## config.mk

```make
export PLATFORM = sky130hd
export DESIGN_NAME = pcap_stream_parser
export DESIGN_NICKNAME = d
export VERILOG_FILES = /design/src/rtl/core/pcapp_pkg.sv /design/src/rtl/core/pcapp_fifo.sv /design/src/rtl/core/pcapp_front.sv /design/src/rtl/core/pcapp_back.sv /design/src/rtl/core/pcap_stream_parser.sv
export SDC_FILE = /design/constraint.sdc
export NUM_CORES = 2
export LEC_CHECK = 0
export ABC_AREA = 1
export BUFFER_PORTS_ARGS = -buffer_cell sky130_fd_sc_hd__buf_2
export CORE_AREA = 3 3 401 403
export DETAILED_ROUTE_END_ITERATION = 7
export DIE_AREA = 0 0 404 406
export HOLD_SLACK_MARGIN = 0.05
export PLACE_DENSITY = 0.75
export SLEW_MARGIN = 10
export SYNTH_ARGS = -nofsm -noshare
export SYNTH_HDL_FRONTEND = slang
export SYNTH_SLANG_ARGS = --single-unit
```

## constraint.sdc

```tcl
create_clock -name clk_i -period 25.2 [get_ports clk_i]
set_input_delay 2.52 -clock clk_i [delete_from_list [all_inputs] [get_ports clk_i]]
set_output_delay 2.52 -clock clk_i [all_outputs]
set_load 0.05 [all_outputs]
```

## src/rtl/core/pcapp_pkg.sv

```systemverilog
// pcapp_pkg: shared types and constants of the pcap stream parser.
// No dependencies; used by every module of the block.
`default_nettype none
package pcapp_pkg;

  localparam int unsigned QUEUE_DEPTH = 4;
  localparam logic [31:0] MAX_CAP_RESET = 32'd262144;
  localparam logic [31:0] NS_PER_S = 32'd1000000000;
  localparam logic [31:0] US_PER_S = 32'd1000000;
  localparam logic [9:0]  NS_PER_US = 10'd1000;

  typedef enum logic [1:0] {
    KIND_HEADER  = 2'd0,
    KIND_PAYLOAD = 2'd1,
    KIND_ERROR   = 2'd2,
    KIND_END     = 2'd3
  } kind_e;

  localparam logic [3:0] ERR_TRUNC_GLOBAL = 4'd0;
  localparam logic [3:0] ERR_MAGIC        = 4'd1;
  localparam logic [3:0] ERR_VERSION      = 4'd2;
  localparam logic [3:0] ERR_SNAPLEN      = 4'd3;
  localparam logic [3:0] ERR_TRUNC_REC    = 4'd4;
  localparam logic [3:0] ERR_FRACTION     = 4'd5;
  localparam logic [3:0] ERR_OVERFLOW     = 4'd6;
  localparam logic [3:0] ERR_OVER_SNAP    = 4'd7;
  localparam logic [3:0] ERR_OVER_LIMIT   = 4'd8;
  localparam logic [3:0] ERR_ORIG_SHORT   = 4'd9;
  localparam logic [3:0] ERR_TRUNC_DATA   = 4'd10;

  typedef struct packed {
    kind_e       kind;
    logic [31:0] secs;
    logic [31:0] frac;
    logic [31:0] cap;
    logic [31:0] orig;
    logic [63:0] offset;
    logic [7:0]  data;
    logic        last;
    logic [3:0]  code;
  } q_item_t;

  typedef struct packed {
    logic        nano;
    logic [31:0] snap;
    logic [31:0] link;
  } hdr_info_t;

endpackage
`default_nettype wire

```

## src/rtl/core/pcapp_fifo.sv

```systemverilog
// pcapp_fifo: short request queue between front and back.
// Depends on pcapp_pkg for the item type.
`default_nettype none
module pcapp_fifo #(
  parameter int unsigned Depth = 4
) (
  input  wire                 clk_i,
  input  wire                 rst_ni,
  input  wire                 push_i,
  input  pcapp_pkg::q_item_t  push_data_i,
  output logic                full_o,
  input  wire                 pop_i,
  output logic                nonempty_o,
  output pcapp_pkg::q_item_t  head_o
);
  import pcapp_pkg::*;

  localparam int unsigned PtrW = (Depth > 1) ? $clog2(Depth) : 1;
  localparam int unsigned CntW = $clog2(Depth + 1);

  q_item_t mem_q [Depth];
  logic [PtrW-1:0] wr_q, wr_d, rd_q, rd_d;
  logic [CntW-1:0] cnt_q, cnt_d;

  assign full_o     = (cnt_q == CntW'(Depth));
  assign nonempty_o = (cnt_q != '0);
  assign head_o     = mem_q[rd_q];

  always_comb begin
    wr_d  = wr_q;
    rd_d  = rd_q;
    cnt_d = cnt_q;
    if (push_i) begin
      wr_d = (wr_q == PtrW'(Depth - 1)) ? '0 : wr_q + 1'b1;
    end
    if (pop_i) begin
      rd_d = (rd_q == PtrW'(Depth - 1)) ? '0 : rd_q + 1'b1;
    end
    if (push_i && !pop_i) cnt_d = cnt_q + 1'b1;
    else if (!push_i && pop_i) cnt_d = cnt_q - 1'b1;
  end

  always_ff @(posedge clk_i) begin
    if (push_i) mem_q[wr_q] <= push_data_i;
  end

  always_ff @(posedge clk_i or negedge rst_ni) begin
    if (!rst_ni) begin
      wr_q  <= '0;
      rd_q  <= '0;
      cnt_q <= '0;
    end else begin
      wr_q  <= wr_d;
      rd_q  <= rd_d;
      cnt_q <= cnt_d;
    end
  end
endmodule
`default_nettype wire

```

## src/rtl/core/pcapp_front.sv

```systemverilog
// pcapp_front: byte intake, header collection and request classification.
// Depends on pcapp_pkg; feeds pcapp_fifo.
`default_nettype none
module pcapp_front (
  input  wire                 clk_i,
  input  wire                 rst_ni,
  input  wire                 in_valid_i,
  output logic                in_ready_o,
  input  wire  [7:0]          data_byte_i,
  input  wire                 end_of_input_i,
  input  wire                 full_i,
  output logic                push_o,
  output pcapp_pkg::q_item_t  push_data_o,
  output pcapp_pkg::hdr_info_t info_o
);
  import pcapp_pkg::*;

  typedef enum logic [1:0] {
    PH_GLOBAL, PH_RECORD, PH_PAYLOAD, PH_HALTED
  } phase_e;

  phase_e      phase_q, phase_d;
  logic [4:0]  bc_q, bc_d;
  logic [7:0]  hdr_q [24];
  logic [7:0]  hv [24];
  logic        le_q, le_d, nano_q, nano_d;
  logic [31:0] snap_q, snap_d, link_q, link_d, rem_q, rem_d;
  logic [63:0] pos_q, pos_d;
  logic        acc;
  logic        write_hdr;
  q_item_t     item;

  function automatic logic [31:0] word32(input logic [7:0] b0, input logic [7:0] b1,
                                         input logic [7:0] b2, input logic [7:0] b3,
                                         input logic le);
    return le ? {b3, b2, b1, b0} : {b0, b1, b2, b3};
  endfunction

  assign in_ready_o = (phase_q == PH_HALTED) || !full_i;
  assign acc        = in_valid_i && in_ready_o;
  assign info_o     = '{nano: nano_q, snap: snap_q, link: link_q};

  always_comb begin
    for (int i = 0; i < 24; i++) begin
      hv[i] = (bc_q == 5'(i)) ? data_byte_i : hdr_q[i];
    end
  end

  always_comb begin
    logic [15:0] v4, v6;
    logic [31:0] snapw;
    logic        lem, nanom, okm;
    phase_d   = phase_q;
    bc_d      = bc_q;
    le_d      = le_q;
    nano_d    = nano_q;
    snap_d    = snap_q;
    link_d    = link_q;
    rem_d     = rem_q;
    pos_d     = pos_q;
    push_o    = 1'b0;
    write_hdr = 1'b0;
    item      = '0;
    v4 = '0; v6 = '0; snapw = '0; lem = 1'b0; nanom = 1'b0; okm = 1'b1;
    if (acc && phase_q != PH_HALTED) begin
      if (end_of_input_i) begin
        push_o    = 1'b1;
        item.kind = KIND_ERROR;
        phase_d   = PH_HALTED;
        unique case (phase_q)
          PH_GLOBAL:  item.code = ERR_TRUNC_GLOBAL;
          PH_PAYLOAD: item.code = ERR_TRUNC_DATA;
          default: begin
            if (bc_q != '0) item.code = ERR_TRUNC_REC;
            else            item.kind = KIND_END;
          end
        endcase
      end else begin
        pos_d = pos_q + 64'd1;
        if (phase_q == PH_PAYLOAD) begin
          push_o    = 1'b1;
          item.kind = KIND_PAYLOAD;
          item.data = data_byte_i;
          item.last = (rem_q == 32'd1);
          rem_d     = rem_q - 32'd1;
          if (rem_d == '0) phase_d = PH_RECORD;
        end else begin
          write_hdr = 1'b1;
          bc_d      = bc_q + 5'd1;
          if (phase_q == PH_GLOBAL && bc_q == 5'd23) begin
            bc_d = '0;
            priority if ({hv[0], hv[1], hv[2], hv[3]} == 32'hd4c3b2a1) begin
              lem = 1'b1; nanom = 1'b0;
            end else if ({hv[0], hv[1], hv[2], hv[3]} == 32'ha1b2c3d4) begin
              lem = 1'b0; nanom = 1'b0;
            end else if ({hv[0], hv[1], hv[2], hv[3]} == 32'h4d3cb2a1) begin
              lem = 1'b1; nanom = 1'b1;
            end else if ({hv[0], hv[1], hv[2], hv[3]} == 32'ha1b23c4d) begin
              lem = 1'b0; nanom = 1'b1;
            end else begin
              okm = 1'b0;
            end
            v4    = lem ? {hv[5], hv[4]} : {hv[4], hv[5]};
            v6    = lem ? {hv[7], hv[6]} : {hv[6], hv[7]};
            snapw = word32(hv[16], hv[17], hv[18], hv[19], lem);
            item.kind = KIND_ERROR;
            priority if (!okm) begin
              push_o = 1'b1; item.code = ERR_MAGIC; phase_d = PH_HALTED;
            end else if (v4 != 16'd2 || v6 != 16'd4) begin
              push_o = 1'b1; item.code = ERR_VERSION; phase_d = PH_HALTED;
            end else if (snapw == '0) begin
              push_o = 1'b1; item.code = ERR_SNAPLEN; phase_d = PH_HALTED;
            end else begin
              snap_d  = snapw;
              link_d  = word32(hv[20], hv[21], hv[22], hv[23], lem);
              phase_d = PH_RECORD;
            end
            le_d   = lem;
            nano_d = nanom;
          end else if (phase_q == PH_RECORD && bc_q == 5'd15) begin
            bc_d        = '0;
            push_o      = 1'b1;
            item.kind   = KIND_HEADER;
            item.secs   = word32(hv[0], hv[1], hv[2], hv[3], le_q);
            item.frac   = word32(hv[4], hv[5], hv[6], hv[7], le_q);
            item.cap    = word32(hv[8], hv[9], hv[10], hv[11], le_q);
            item.orig   = word32(hv[12], hv[13], hv[14], hv[15], le_q);
            item.offset = pos_q - 64'd15;
            if (item.cap != '0) begin
              rem_d   = item.cap;
              phase_d = PH_PAYLOAD;
            end
          end
        end
      end
    end
  end

  assign push_data_o = item;

  always_ff @(posedge clk_i) begin
    if (write_hdr) hdr_q[bc_q] <= data_byte_i;
  end

  always_ff @(posedge clk_i or negedge rst_ni) begin
    if (!rst_ni) begin
      phase_q <= PH_GLOBAL;
      bc_q    <= '0;
      le_q    <= 1'b0;
      nano_q  <= 1'b0;
      snap_q  <= '0;
      link_q  <= '0;
      rem_q   <= '0;
      pos_q   <= '0;
    end else begin
      phase_q <= phase_d;
      bc_q    <= bc_d;
      le_q    <= le_d;
      nano_q  <= nano_d;
      snap_q  <= snap_d;
      link_q  <= link_d;
      rem_q   <= rem_d;
      pos_q   <= pos_d;
    end
  end
endmodule
`default_nettype wire

```

## src/rtl/core/pcapp_back.sv

```systemverilog
// pcapp_back: record checks, timestamp scaling and the output register.
// Depends on pcapp_pkg; drains pcapp_fifo.
`default_nettype none
module pcapp_back (
  input  wire                  clk_i,
  input  wire                  rst_ni,
  input  wire                  cfg_we_i,
  input  wire  [31:0]          cfg_wdata_i,
  input  pcapp_pkg::hdr_info_t info_i,
  input  wire                  nonempty_i,
  input  pcapp_pkg::q_item_t   head_i,
  output logic                 pop_o,
  output logic                 out_valid_o,
  input  wire                  out_ready_i,
  output logic [1:0]           kind_o,
  output logic [63:0]          timestamp_ns_o,
  output logic [31:0]          link_type_o,
  output logic [31:0]          captured_length_o,
  output logic [31:0]          original_length_o,
  output logic [63:0]          record_offset_o,
  output logic [7:0]           payload_byte_o,
  output logic                 last_of_record_o,
  output logic [3:0]           error_code_o
);
  import pcapp_pkg::*;

  logic [31:0] max_cap_q;
  logic        s1_valid_q, out_valid_q, halted_q;
  q_item_t     s1_q;
  logic [61:0] secs_ns_q;
  logic [41:0] scaled_q;
  logic        frac_bad_q, snap_bad_q, lim_bad_q, orig_bad_q;
  logic        advance;
  logic [64:0] sum;
  kind_e       fin_kind;
  logic [3:0]  fin_code;
  logic        emit;

  logic [1:0]  kind_q;
  logic [63:0] ts_q, off_q;
  logic [31:0] link_q, cap_q, orig_q;
  logic [7:0]  byte_q;
  logic        last_q;
  logic [3:0]  code_q;

  assign advance = !out_valid_q || out_ready_i;
  assign pop_o   = nonempty_i && (!s1_valid_q || advance);
  assign sum     = 65'(secs_ns_q) + 65'(scaled_q);
  assign emit    = s1_valid_q && !halted_q;

  always_comb begin
    fin_kind = s1_q.kind;
    fin_code = s1_q.code;
    if (s1_q.kind == KIND_HEADER) begin
      fin_kind = KIND_ERROR;
      priority if (frac_bad_q) fin_code = ERR_FRACTION;
      else if (sum[64])        fin_code = ERR_OVERFLOW;
      else if (snap_bad_q)     fin_code = ERR_OVER_SNAP;
      else if (lim_bad_q)      fin_code = ERR_OVER_LIMIT;
      else if (orig_bad_q)     fin_code = ERR_ORIG_SHORT;
      else begin
        fin_kind = KIND_HEADER;
        fin_code = '0;
      end
    end
  end

  always_ff @(posedge clk_i) begin
    if (pop_o) begin
      s1_q       <= head_i;
      secs_ns_q  <= 62'(head_i.secs) * 62'(NS_PER_S);
      scaled_q   <= info_i.nano ? 42'(head_i.frac) : 42'(head_i.frac) * 42'(NS_PER_US);
      frac_bad_q <= head_i.frac >= (info_i.nano ? NS_PER_S : US_PER_S);
      snap_bad_q <= head_i.cap > info_i.snap;
      lim_bad_q  <= head_i.cap > max_cap_q;
      orig_bad_q <= head_i.orig < head_i.cap;
    end
    if (advance && emit) begin
      kind_q <= fin_kind;
      code_q <= (fin_kind == KIND_ERROR) ? fin_code : 4'd0;
      unique case (fin_kind)
        KIND_HEADER: begin
          ts_q   <= sum[63:0];
          link_q <= info_i.link;
          cap_q  <= s1_q.cap;
          orig_q <= s1_q.orig;
          off_q  <= s1_q.offset;
          byte_q <= '0;
          last_q <= (s1_q.cap == '0);
        end
        KIND_PAYLOAD: begin
          ts_q   <= '0; link_q <= '0; cap_q <= '0; orig_q <= '0; off_q <= '0;
          byte_q <= s1_q.data;
          last_q <= s1_q.last;
        end
        default: begin
          ts_q   <= '0; link_q <= '0; cap_q <= '0; orig_q <= '0; off_q <= '0;
          byte_q <= '0;
          last_q <= 1'b0;
        end
      endcase
    end
  end

  always_ff @(posedge clk_i or negedge rst_ni) begin
    if (!rst_ni) begin
      max_cap_q   <= MAX_CAP_RESET;
      s1_valid_q  <= 1'b0;
      out_valid_q <= 1'b0;
      halted_q    <= 1'b0;
    end else begin
      if (cfg_we_i) max_cap_q <= cfg_wdata_i;
      if (pop_o) s1_valid_q <= 1'b1;
      else if (advance) s1_valid_q <= 1'b0;
      if (advance) begin
        out_valid_q <= emit;
        if (emit && (fin_kind == KIND_ERROR || fin_kind == KIND_END)) halted_q <= 1'b1;
      end
    end
  end

  assign out_valid_o       = out_valid_q;
  assign kind_o            = kind_q;
  assign timestamp_ns_o    = ts_q;
  assign link_type_o       = link_q;
  assign captured_length_o = cap_q;
  assign original_length_o = orig_q;
  assign record_offset_o   = off_q;
  assign payload_byte_o    = byte_q;
  assign last_of_record_o  = last_q;
  assign error_code_o      = code_q;
endmodule
`default_nettype wire

```

## src/rtl/core/pcap_stream_parser.sv

```systemverilog
// pcap_stream_parser: top level of the streaming pcap file parser.
// Depends on pcapp_pkg, pcapp_front, pcapp_fifo and pcapp_back.
`default_nettype none
// One file byte (or the end marker) is taken per cycle while the queue has
// room. The front collects header bytes and posts one request per result
// into a short queue; the back registers the checks of each record header
// and its scaled timestamp parts (the 32x30 seconds product among them) and
// holds the result in an output register, so throughput is one item a cycle
// while the output side keeps up. The first error or the end result halts
// the block; later items are taken and dropped.
module pcap_stream_parser #(
  parameter int unsigned QueueDepth = pcapp_pkg::QUEUE_DEPTH
) (
  input  wire         clk_i,
  input  wire         rst_ni,
  input  wire         cfg_we_i,
  input  wire  [31:0] cfg_wdata_i,
  input  wire         in_valid_i,
  output logic        in_ready_o,
  input  wire  [7:0]  data_byte_i,
  input  wire         end_of_input_i,
  output logic        out_valid_o,
  input  wire         out_ready_i,
  output logic [1:0]  kind_o,
  output logic [63:0] timestamp_ns_o,
  output logic [31:0] link_type_o,
  output logic [31:0] captured_length_o,
  output logic [31:0] original_length_o,
  output logic [63:0] record_offset_o,
  output logic [7:0]  payload_byte_o,
  output logic        last_of_record_o,
  output logic [3:0]  error_code_o
);
  import pcapp_pkg::*;

  logic      push, full, pop, nonempty;
  q_item_t   push_data, head;
  hdr_info_t info;

  pcapp_front u_front (
    .clk_i, .rst_ni, .in_valid_i, .in_ready_o, .data_byte_i, .end_of_input_i,
    .full_i(full), .push_o(push), .push_data_o(push_data), .info_o(info)
  );

  pcapp_fifo #(.Depth(QueueDepth)) u_fifo (
    .clk_i, .rst_ni, .push_i(push), .push_data_i(push_data), .full_o(full),
    .pop_i(pop), .nonempty_o(nonempty), .head_o(head)
  );

  pcapp_back u_back (
    .clk_i, .rst_ni, .cfg_we_i, .cfg_wdata_i, .info_i(info),
    .nonempty_i(nonempty), .head_i(head), .pop_o(pop),
    .out_valid_o, .out_ready_i, .kind_o, .timestamp_ns_o, .link_type_o,
    .captured_length_o, .original_length_o, .record_offset_o,
    .payload_byte_o, .last_of_record_o, .error_code_o
  );

  a_code_zero: assert property (@(posedge clk_i) disable iff (!rst_ni)
    out_valid_o && kind_o != KIND_ERROR |-> error_code_o == 4'd0)
    else $error("error code set on non-error result");

  a_halt: assert property (@(posedge clk_i) disable iff (!rst_ni)
    out_valid_o && out_ready_i && (kind_o == KIND_ERROR || kind_o == KIND_END)
    |=> !out_valid_o)
    else $error("result after halt");

  a_last_hdr: assert property (@(posedge clk_i) disable iff (!rst_ni)
    out_valid_o && kind_o == KIND_HEADER |-> last_of_record_o == (captured_length_o == '0))
    else $error("header last mark mismatch");
endmodule
`default_nettype wire
```

# After elaboration in Yosys (flattened, before gate mapping)
# Memory sizes are Yosys's and may differ from the RTL's.
# Index checks and enable logic that the tools add are counted.
dict set report classes {
  addsub 9
  n_mul 2
  n_lt_le_gt_ge 4
  eq_ne 42
  n_mux 119
  bitwise 4
  reduce_logical 45
}
# operator n
set ops {}
lappend ops {{2-to-1 mux 192 bit} 3}
lappend ops {{2-to-1 mux 32 bit} 11}
lappend ops {{2-to-1 mux 207 bit} 1}
lappend ops {{2-to-1 mux 201 bit} 1}
lappend ops {{2-to-1 mux 8 bit} 24}
lappend ops {{equality test 32 bit, second input constant} 3}
lappend ops {{logical NOT 32 bit} 3}
lappend ops {{adder 64 x 1 -> 64 bit, second input constant} 1}
lappend ops {{greater-than comparator 32 bit} 2}
lappend ops {{subtractor 64 x 4 -> 64 bit, second input constant} 1}
lappend ops {{adder 62 x 42 -> 63 bit} 1}
lappend ops {{multiplier 32 x 21 -> 53 bit, second input constant} 1}
lappend ops {{2-to-1 mux 2 bit} 22}
lappend ops {{2-to-1 mux 4 bit} 11}
lappend ops {{equality test 5 x 4 -> 1 bit, second input constant} 8}
lappend ops {{equality test 5 bit, second input constant} 8}
lappend ops {{multiplier 32 x 7 -> 39 bit, second input constant} 1}
lappend ops {{2-to-1 mux 1 bit} 35}
lappend ops {{equality test 32 x 1 -> 1 bit, second input constant} 1}
lappend ops {{equality test 32 x 31 -> 1 bit, second input constant} 1}
lappend ops {{greater-or-equal comparator 32 bit} 1}
lappend ops {{less-than comparator 32 bit} 1}
lappend ops {{2-to-1 mux 16 bit} 2}
lappend ops {{nonzero test 32 bit} 1}
lappend ops {{other kinds (38)} 81}
dict set report totals {
  reg_bits 692
  ram_bits 1020
  inputBits 46
  out_inout_bits 241
  wordCells 266
  mem_count 2
}
# name depth width read_ports rd_ports_with_merged_regs wr line_no
set mem_list {}
lappend mem_list {u_fifo.mem_q 4 207 1 0 1 pcapp_fifo.sv:21} ;# q_item_t mem_q [Depth];
lappend mem_list {u_front.hdr_q 24 8 24 0 1 pcapp_front.sv:24} ;# logic [7:0] hdr_q [24];

# Logic depth before layout (Yosys ltp)
dict set report logic_depth {
  ltp_word 23
  ltp_mapped 35
}

# Hierarchy
# From an unflattened synthesis, not the netlist that was laid out.
dict set report unflattened {
  hier_cells 10035
  area_unflattened_um2 99352.8
}
# module n_inst cells_per_inst area_each_um2 seq_area_each_um2
set by_module_without_submodules {}
lappend by_module_without_submodules {pcapp_back 1 4718 44081.0 15290.9}
lappend by_module_without_submodules {pcapp_fifo 1 2467 33698.6 25039.0}
lappend by_module_without_submodules {pcapp_front 1 2850 21573.2 9994.6}

# Worst setup path before layout
# No wires, ideal clock.
dict set report synth_timing {
  kind {input port to flip-flop}
  startpoint {input port data_byte_i[4]}
  endpoint {memory u_fifo.mem_q[0][0] (netlist bit), enable pin}
  arrival_ns 19.162
  required_ns 24.110
  setup_slack_ns 4.948
  path_stages 20
  cell_sequence {inv_1 clkbuf_1 o21ai_1 nand2_1 nor2_1 nand2_1 nor2_1 nand2_1 buf_2 buf_2 nand3_1 nand2_1 nand2_1 nor2_1 nand2_1 nor2_1 nand2_1 nand3_1 nand2_1 a21boi_0}
}
dict set report synth_via {
  elab_chain_len 20
}
# element line_no
set synth_rtl {}
lappend synth_rtl {{start: declaration} pcap_stream_parser.sv:20} ;# input wire [7:0] data_byte_i,
lappend synth_rtl {{2-to-1 mux 8 bit} pcapp_front.sv:45} ;# hv[i] = (bc_q == 5'(i)) ? data_byte_i : hdr_q[i];
lappend synth_rtl {{equality test 32 x 31 -> 1 bit} pcapp_front.sv:96} ;# end else if ({hv[0], hv[1], hv[2], hv[3]} == 32'h4d3cb2a1) begin
lappend synth_rtl {{2-to-1 mux 1 bit} pcapp_front.sv:96}
lappend synth_rtl {{2-to-1 mux 1 bit} pcapp_front.sv:94} ;# end else if ({hv[0], hv[1], hv[2], hv[3]} == 32'ha1b2c3d4) begin
lappend synth_rtl {{2-to-1 mux 1 bit} pcapp_front.sv:92} ;# priority if ({hv[0], hv[1], hv[2], hv[3]} == 32'hd4c3b2a1) begin
lappend synth_rtl {{2-to-1 mux 1 bit} pcapp_front.sv:90} ;# if (phase_q == PH_GLOBAL && bc_q == 5'd23) begin
lappend synth_rtl {{2-to-1 mux 1 bit} pcapp_front.sv:80} ;# if (phase_q == PH_PAYLOAD) begin
lappend synth_rtl {{2-to-1 mux 1 bit} pcapp_front.sv:66} ;# if (end_of_input_i) begin
lappend synth_rtl {{[... 4 more ...]} --}
lappend synth_rtl {{2-to-1 mux 1 bit} pcapp_front.sv:109} ;# end else if (v4 != 16'd2 || v6 != 16'd4) begin
lappend synth_rtl {{2-to-1 mux 1 bit *} pcapp_front.sv:107} ;# priority if (!okm) begin
lappend synth_rtl {{2-to-1 mux 1 bit *} pcapp_front.sv:90}
lappend synth_rtl {{2-to-1 mux 1 bit *} pcapp_front.sv:80}
lappend synth_rtl {{2-to-1 mux 1 bit *} pcapp_front.sv:66}
lappend synth_rtl {{2-to-1 mux 1 bit *} pcapp_front.sv:65} ;# if (acc && phase_q != PH_HALTED) begin
lappend synth_rtl {{2-to-1 mux 1 bit *} pcapp_fifo.sv:44} ;# if (push_i) mem_q[wr_q] <= push_data_i;
lappend synth_rtl {{2-to-1 mux 1 bit (not written as such) *} pcapp_fifo.sv:44}
lappend synth_rtl {{end: declaration} pcapp_fifo.sv:21}
# Mark *: on every way between the ends. The rest lies on a longest branch, timed or not. The select of a mux whose other input is x is not followed.

# Worst setup path after layout
dict set report layout_timing {
  startpoint {register u_fifo.rd_q[0]}
  endpoint {register u_back.secs_ns_q[61], data pin}
}
dict set report layout_via {
  elab_chain_len 2
}
# element line_no
set layout_rtl {}
lappend layout_rtl {{start: declaration} pcapp_fifo.sv:22} ;# logic [PtrW-1:0] wr_q, wr_d, rd_q, rd_d;
lappend layout_rtl {{start signal: assignment} pcapp_fifo.sv:54} ;# rd_q <= rd_d;
lappend layout_rtl {{memory (4 x 207 bit)} --}
lappend layout_rtl {{multiplier 32 x 21 -> 53 bit} pcapp_back.sv:71} ;# secs_ns_q <= 62'(head_i.secs) * 62'(NS_PER_S);
lappend layout_rtl {{end signal: assignment} pcapp_back.sv:71}
lappend layout_rtl {{end: declaration} pcapp_back.sv:30} ;# logic [61:0] secs_ns_q;
# Every way passes these cells.
# A chain may end at the register's enable or synchronous reset.

==> impl_metrics.env <==
export IMPL_status="complete, no violations"
export IMPL_pin_count=287
export IMPL_die_y_um=406
export IMPL_synth_seq_cells=1711
export IMPL_async_reset_ff_share_pct=12.3
export IMPL_synth_edf_count=1500
export IMPL_design_die_area_sq_um=164000
export IMPL_seq_area_sq_um=50300
export IMPL_place_hpwl_um=178000
export IMPL_syn_mean_instance_area_sq_um=10.4
export IMPL_grt_pass1_wl_um=388000
export IMPL_yosysWarnings=0
export IMPL_clock_latency_ns=0.82
export IMPL_vias=67500
export IMPL_post_cts_resized=0
export IMPL_dp_worst_setup_slack_ns=15.94
export IMPL_antenna_found_initial=7
export IMPL_cts_tree="built"
export IMPL_post_route_min_period_ns=8.79
export IMPL_slowest_stage="buf_12"
export IMPL_multi_input_area_sq_um=37500
export IMPL_syn_nets=10100
export IMPL_cts_hold_buf=0
export IMPL_drc=0
export IMPL_area_delta_synth_final_pct=10.2
export IMPL_n_fill_cell=12000
export IMPL_ant_nets=0
export IMPL_portBuffers=285
export IMPL_num_rows=146
export IMPL_fmax_ghz=0.114
export IMPL_rsz0062_at_grt="no"
export IMPL_syn_inst=9061
export IMPL_hp_class="flip-flop to flip-flop"
export IMPL_setup_ws_ns=16.41
export IMPL_first_pass_iters=6
export IMPL_wl_per_cell_um=22.1
export IMPL_finalCritPeriodShare_pct=34.9
export IMPL_grt_overflow_total=0
export IMPL_die_w_um=404
export IMPL_place_congestion=0.953
export IMPL_post_cts_buffers=0
export IMPL_ys_seq_area_share_pct=53.4
export IMPL_grt_start_max_net_pins=230
export IMPL_syn_area_sq_um=94200
export IMPL_cts_buffers=174
export IMPL_worstPathRequired_ns=25.76
export IMPL_critPathKind="flip-flop to flip-flop"
export IMPL_root_buffer="clkbuf_16"
export IMPL_synth_distinct_cells=61
export IMPL_max_stage_delay_ns=0.69
export IMPL_drv_cap=0
export IMPL_relSlewSlack_pct=18.0
export IMPL_initial_utilization_pct=59.7
export IMPL_routed_wl_um=254000
export IMPL_worst_pin_slew_ns=1.23
export IMPL_path_clk_slew_ns=0.06
export IMPL_final_util_pct=65.8
export IMPL_drt_initial_drc_count=7153
export IMPL_synth_ff_type="edfxtp_1"
export IMPL_nets=10300
export IMPL_skew_ns=0.0508
export IMPL_cp_end_kind="flip-flop"
export IMPL_grt_pass1_vias=66500
export IMPL_slew_viol_final=0
export IMPL_cts_path_max_buffers=3
export IMPL_cp_arrival_ns=9.35
export IMPL_cp_max_fo=229
export IMPL_hold_viol_final=0
export IMPL_tns_ns=0
export IMPL_via_per_inst=5.87
export IMPL_cts_max_level=4
export IMPL_critPathLaunchType="flip-flop"
export IMPL_track_usage_pct=31.0
export IMPL_numClockSinks=1711
export IMPL_core_area_sq_um=158000
export IMPL_setup_viol=0
export IMPL_drive_gt1_share_pct=7.56
## kinds of logic after synthesis
kind of cell,after synthesis,share of synthesized area [%]
adders and majority gates,943,16.0
other,1,0.00398
buffers and inverters,1713,6.90
AOI/OAI and AO/OA,1639,9.52
DFF,1711,53.4
and+or+nand+nor,2884,12.6
muxes,1,0.0120
xor gates and xnor gates,169,1.57
## Yosys cell counts, types with 162 or more instances
cell      count  area share [%]
a21oi_1     500             2.7
clkbuf_1    302             1.2
dfrtp_1     210             5.6
edfxtp_1   1500              48
fa_1        432             9.2
ha_1        511             6.8
inv_1      1356             5.4
nand2_1    1258             5.0
nand3_1     183            0.97
nand4_1     162             1.1
nor2_1     1083             4.3
o21ai_0     769             4.1
## critical path, delay by kind of cell, from the launching register on
family	cells	cell delay [ns]
AOI/OAI and AO/OA	7	1.49
buffers and inverters	10	1.94
adders and majority gates	8	3.83
xor gates and xnor gates	1	0.14
and+or+nand+nor	4	0.34
DFF	1	0.65
## state kept, by name, indices dropped and copies added, names as in the netlist, 42 cells and up
| name | count |
|---|---|
| u_back.record_offset_o | 64 |
| u_back.s1_q | 143 |
| u_back.scaled_q | 42 |
| u_back.secs_ns_q | 53 |
| u_back.timestamp_ns_o | 63 |
| u_fifo.mem_q | 828 |
| u_front.hdr_q | 192 |
| u_front.pos_q | 64 |
## stage by stage
stage               hold WS [ns]  instances  area, sq um
global route               0.492      11500       104000
CTS                        0.472      11500       104000
global placement           0.454      11200        98000
floorplan                  0.422       9061        94200
finish                     0.468      11500       104000
detailed placement         0.458      11200        98000
## metal layers
| metal | track usage [%] | vias to the layer above | routed length (um) | part of all wire [%] |
|---|---|---|---|---|
| met5 | 0 | - | 41 | 0.016 |
| met4 | 12.5 | 6 | 11000 | 4.3 |
| met3 | 5.46 | 559 | 21100 | 8.3 |
| met2 | 50.3 | 2949 | 120000 | 47 |
| met1 | 41.8 | 33000 | 102000 | 40 |
| li1 | - | 31000 | - | - |
## worst paths after layout
path | start | to | slack (ns) | depth (start not counted)
hold reg to reg | u_front.snap_q[8] | u_front.snap_q[8] | 0.47 | 2
max in group asynchronous | rst_ni | u_front.pos_q[59] | 21.18 | 3
min in group asynchronous | rst_ni | u_back.max_cap_q[20] | 1.69 | 1
setup reg to reg | u_fifo.rd_q[0] | u_back.secs_ns_q[61] | 16.41 | 30
setup / recovery | u_fifo.rd_q[0] | u_back.secs_ns_q[61] | 16.41 | 30
hold / removal | u_front.snap_q[8] | u_front.snap_q[8] | 0.47 | 2
## cell usage in the layout, fill, tap and decap left out, types with 7 or more instances in the layout
master and n:
a211oi_1 16, a21o_1 11, a21oi_1 500, a31oi_1 39, a32oi_1 52, buf_12 7
buf_2 284, buf_4 111, bufinv_16 16, clkbuf_1 34, clkbuf_16 180, clkinv_1 28
clkinv_2 38, clkinvlp_4 8, dfrtp_1 207, edfxtp_1 1500, fa_1 432, ha_1 511
inv_1 1353, nand2_1 1257, nand3_1 183, nand4_1 162, nor2_1 1079, nor3_1 104
nor4_1 54, o211ai_1 19, o21a_1 37, o21ai_0 767, o21ai_1 16, o21bai_1 8
o22ai_1 130, xnor2_1 51, xor2_1 118
## final cells by class
type | instances | area share, %
multi-input cells | 5637 | 36.1
inverters | 1362 | 4.95
flip-flops and latches | 1711 | 48.5
clock buffers | 217 | 4.50
repair buffers | 403 | 2.32
diodes | 1 | 0.00241
clock inverters | 106 | 1.10
well taps | 2072 | 2.50
Power is not shown: default switching activity piles up to over one toggle a cycle in this logic, so the estimate is an artifact.
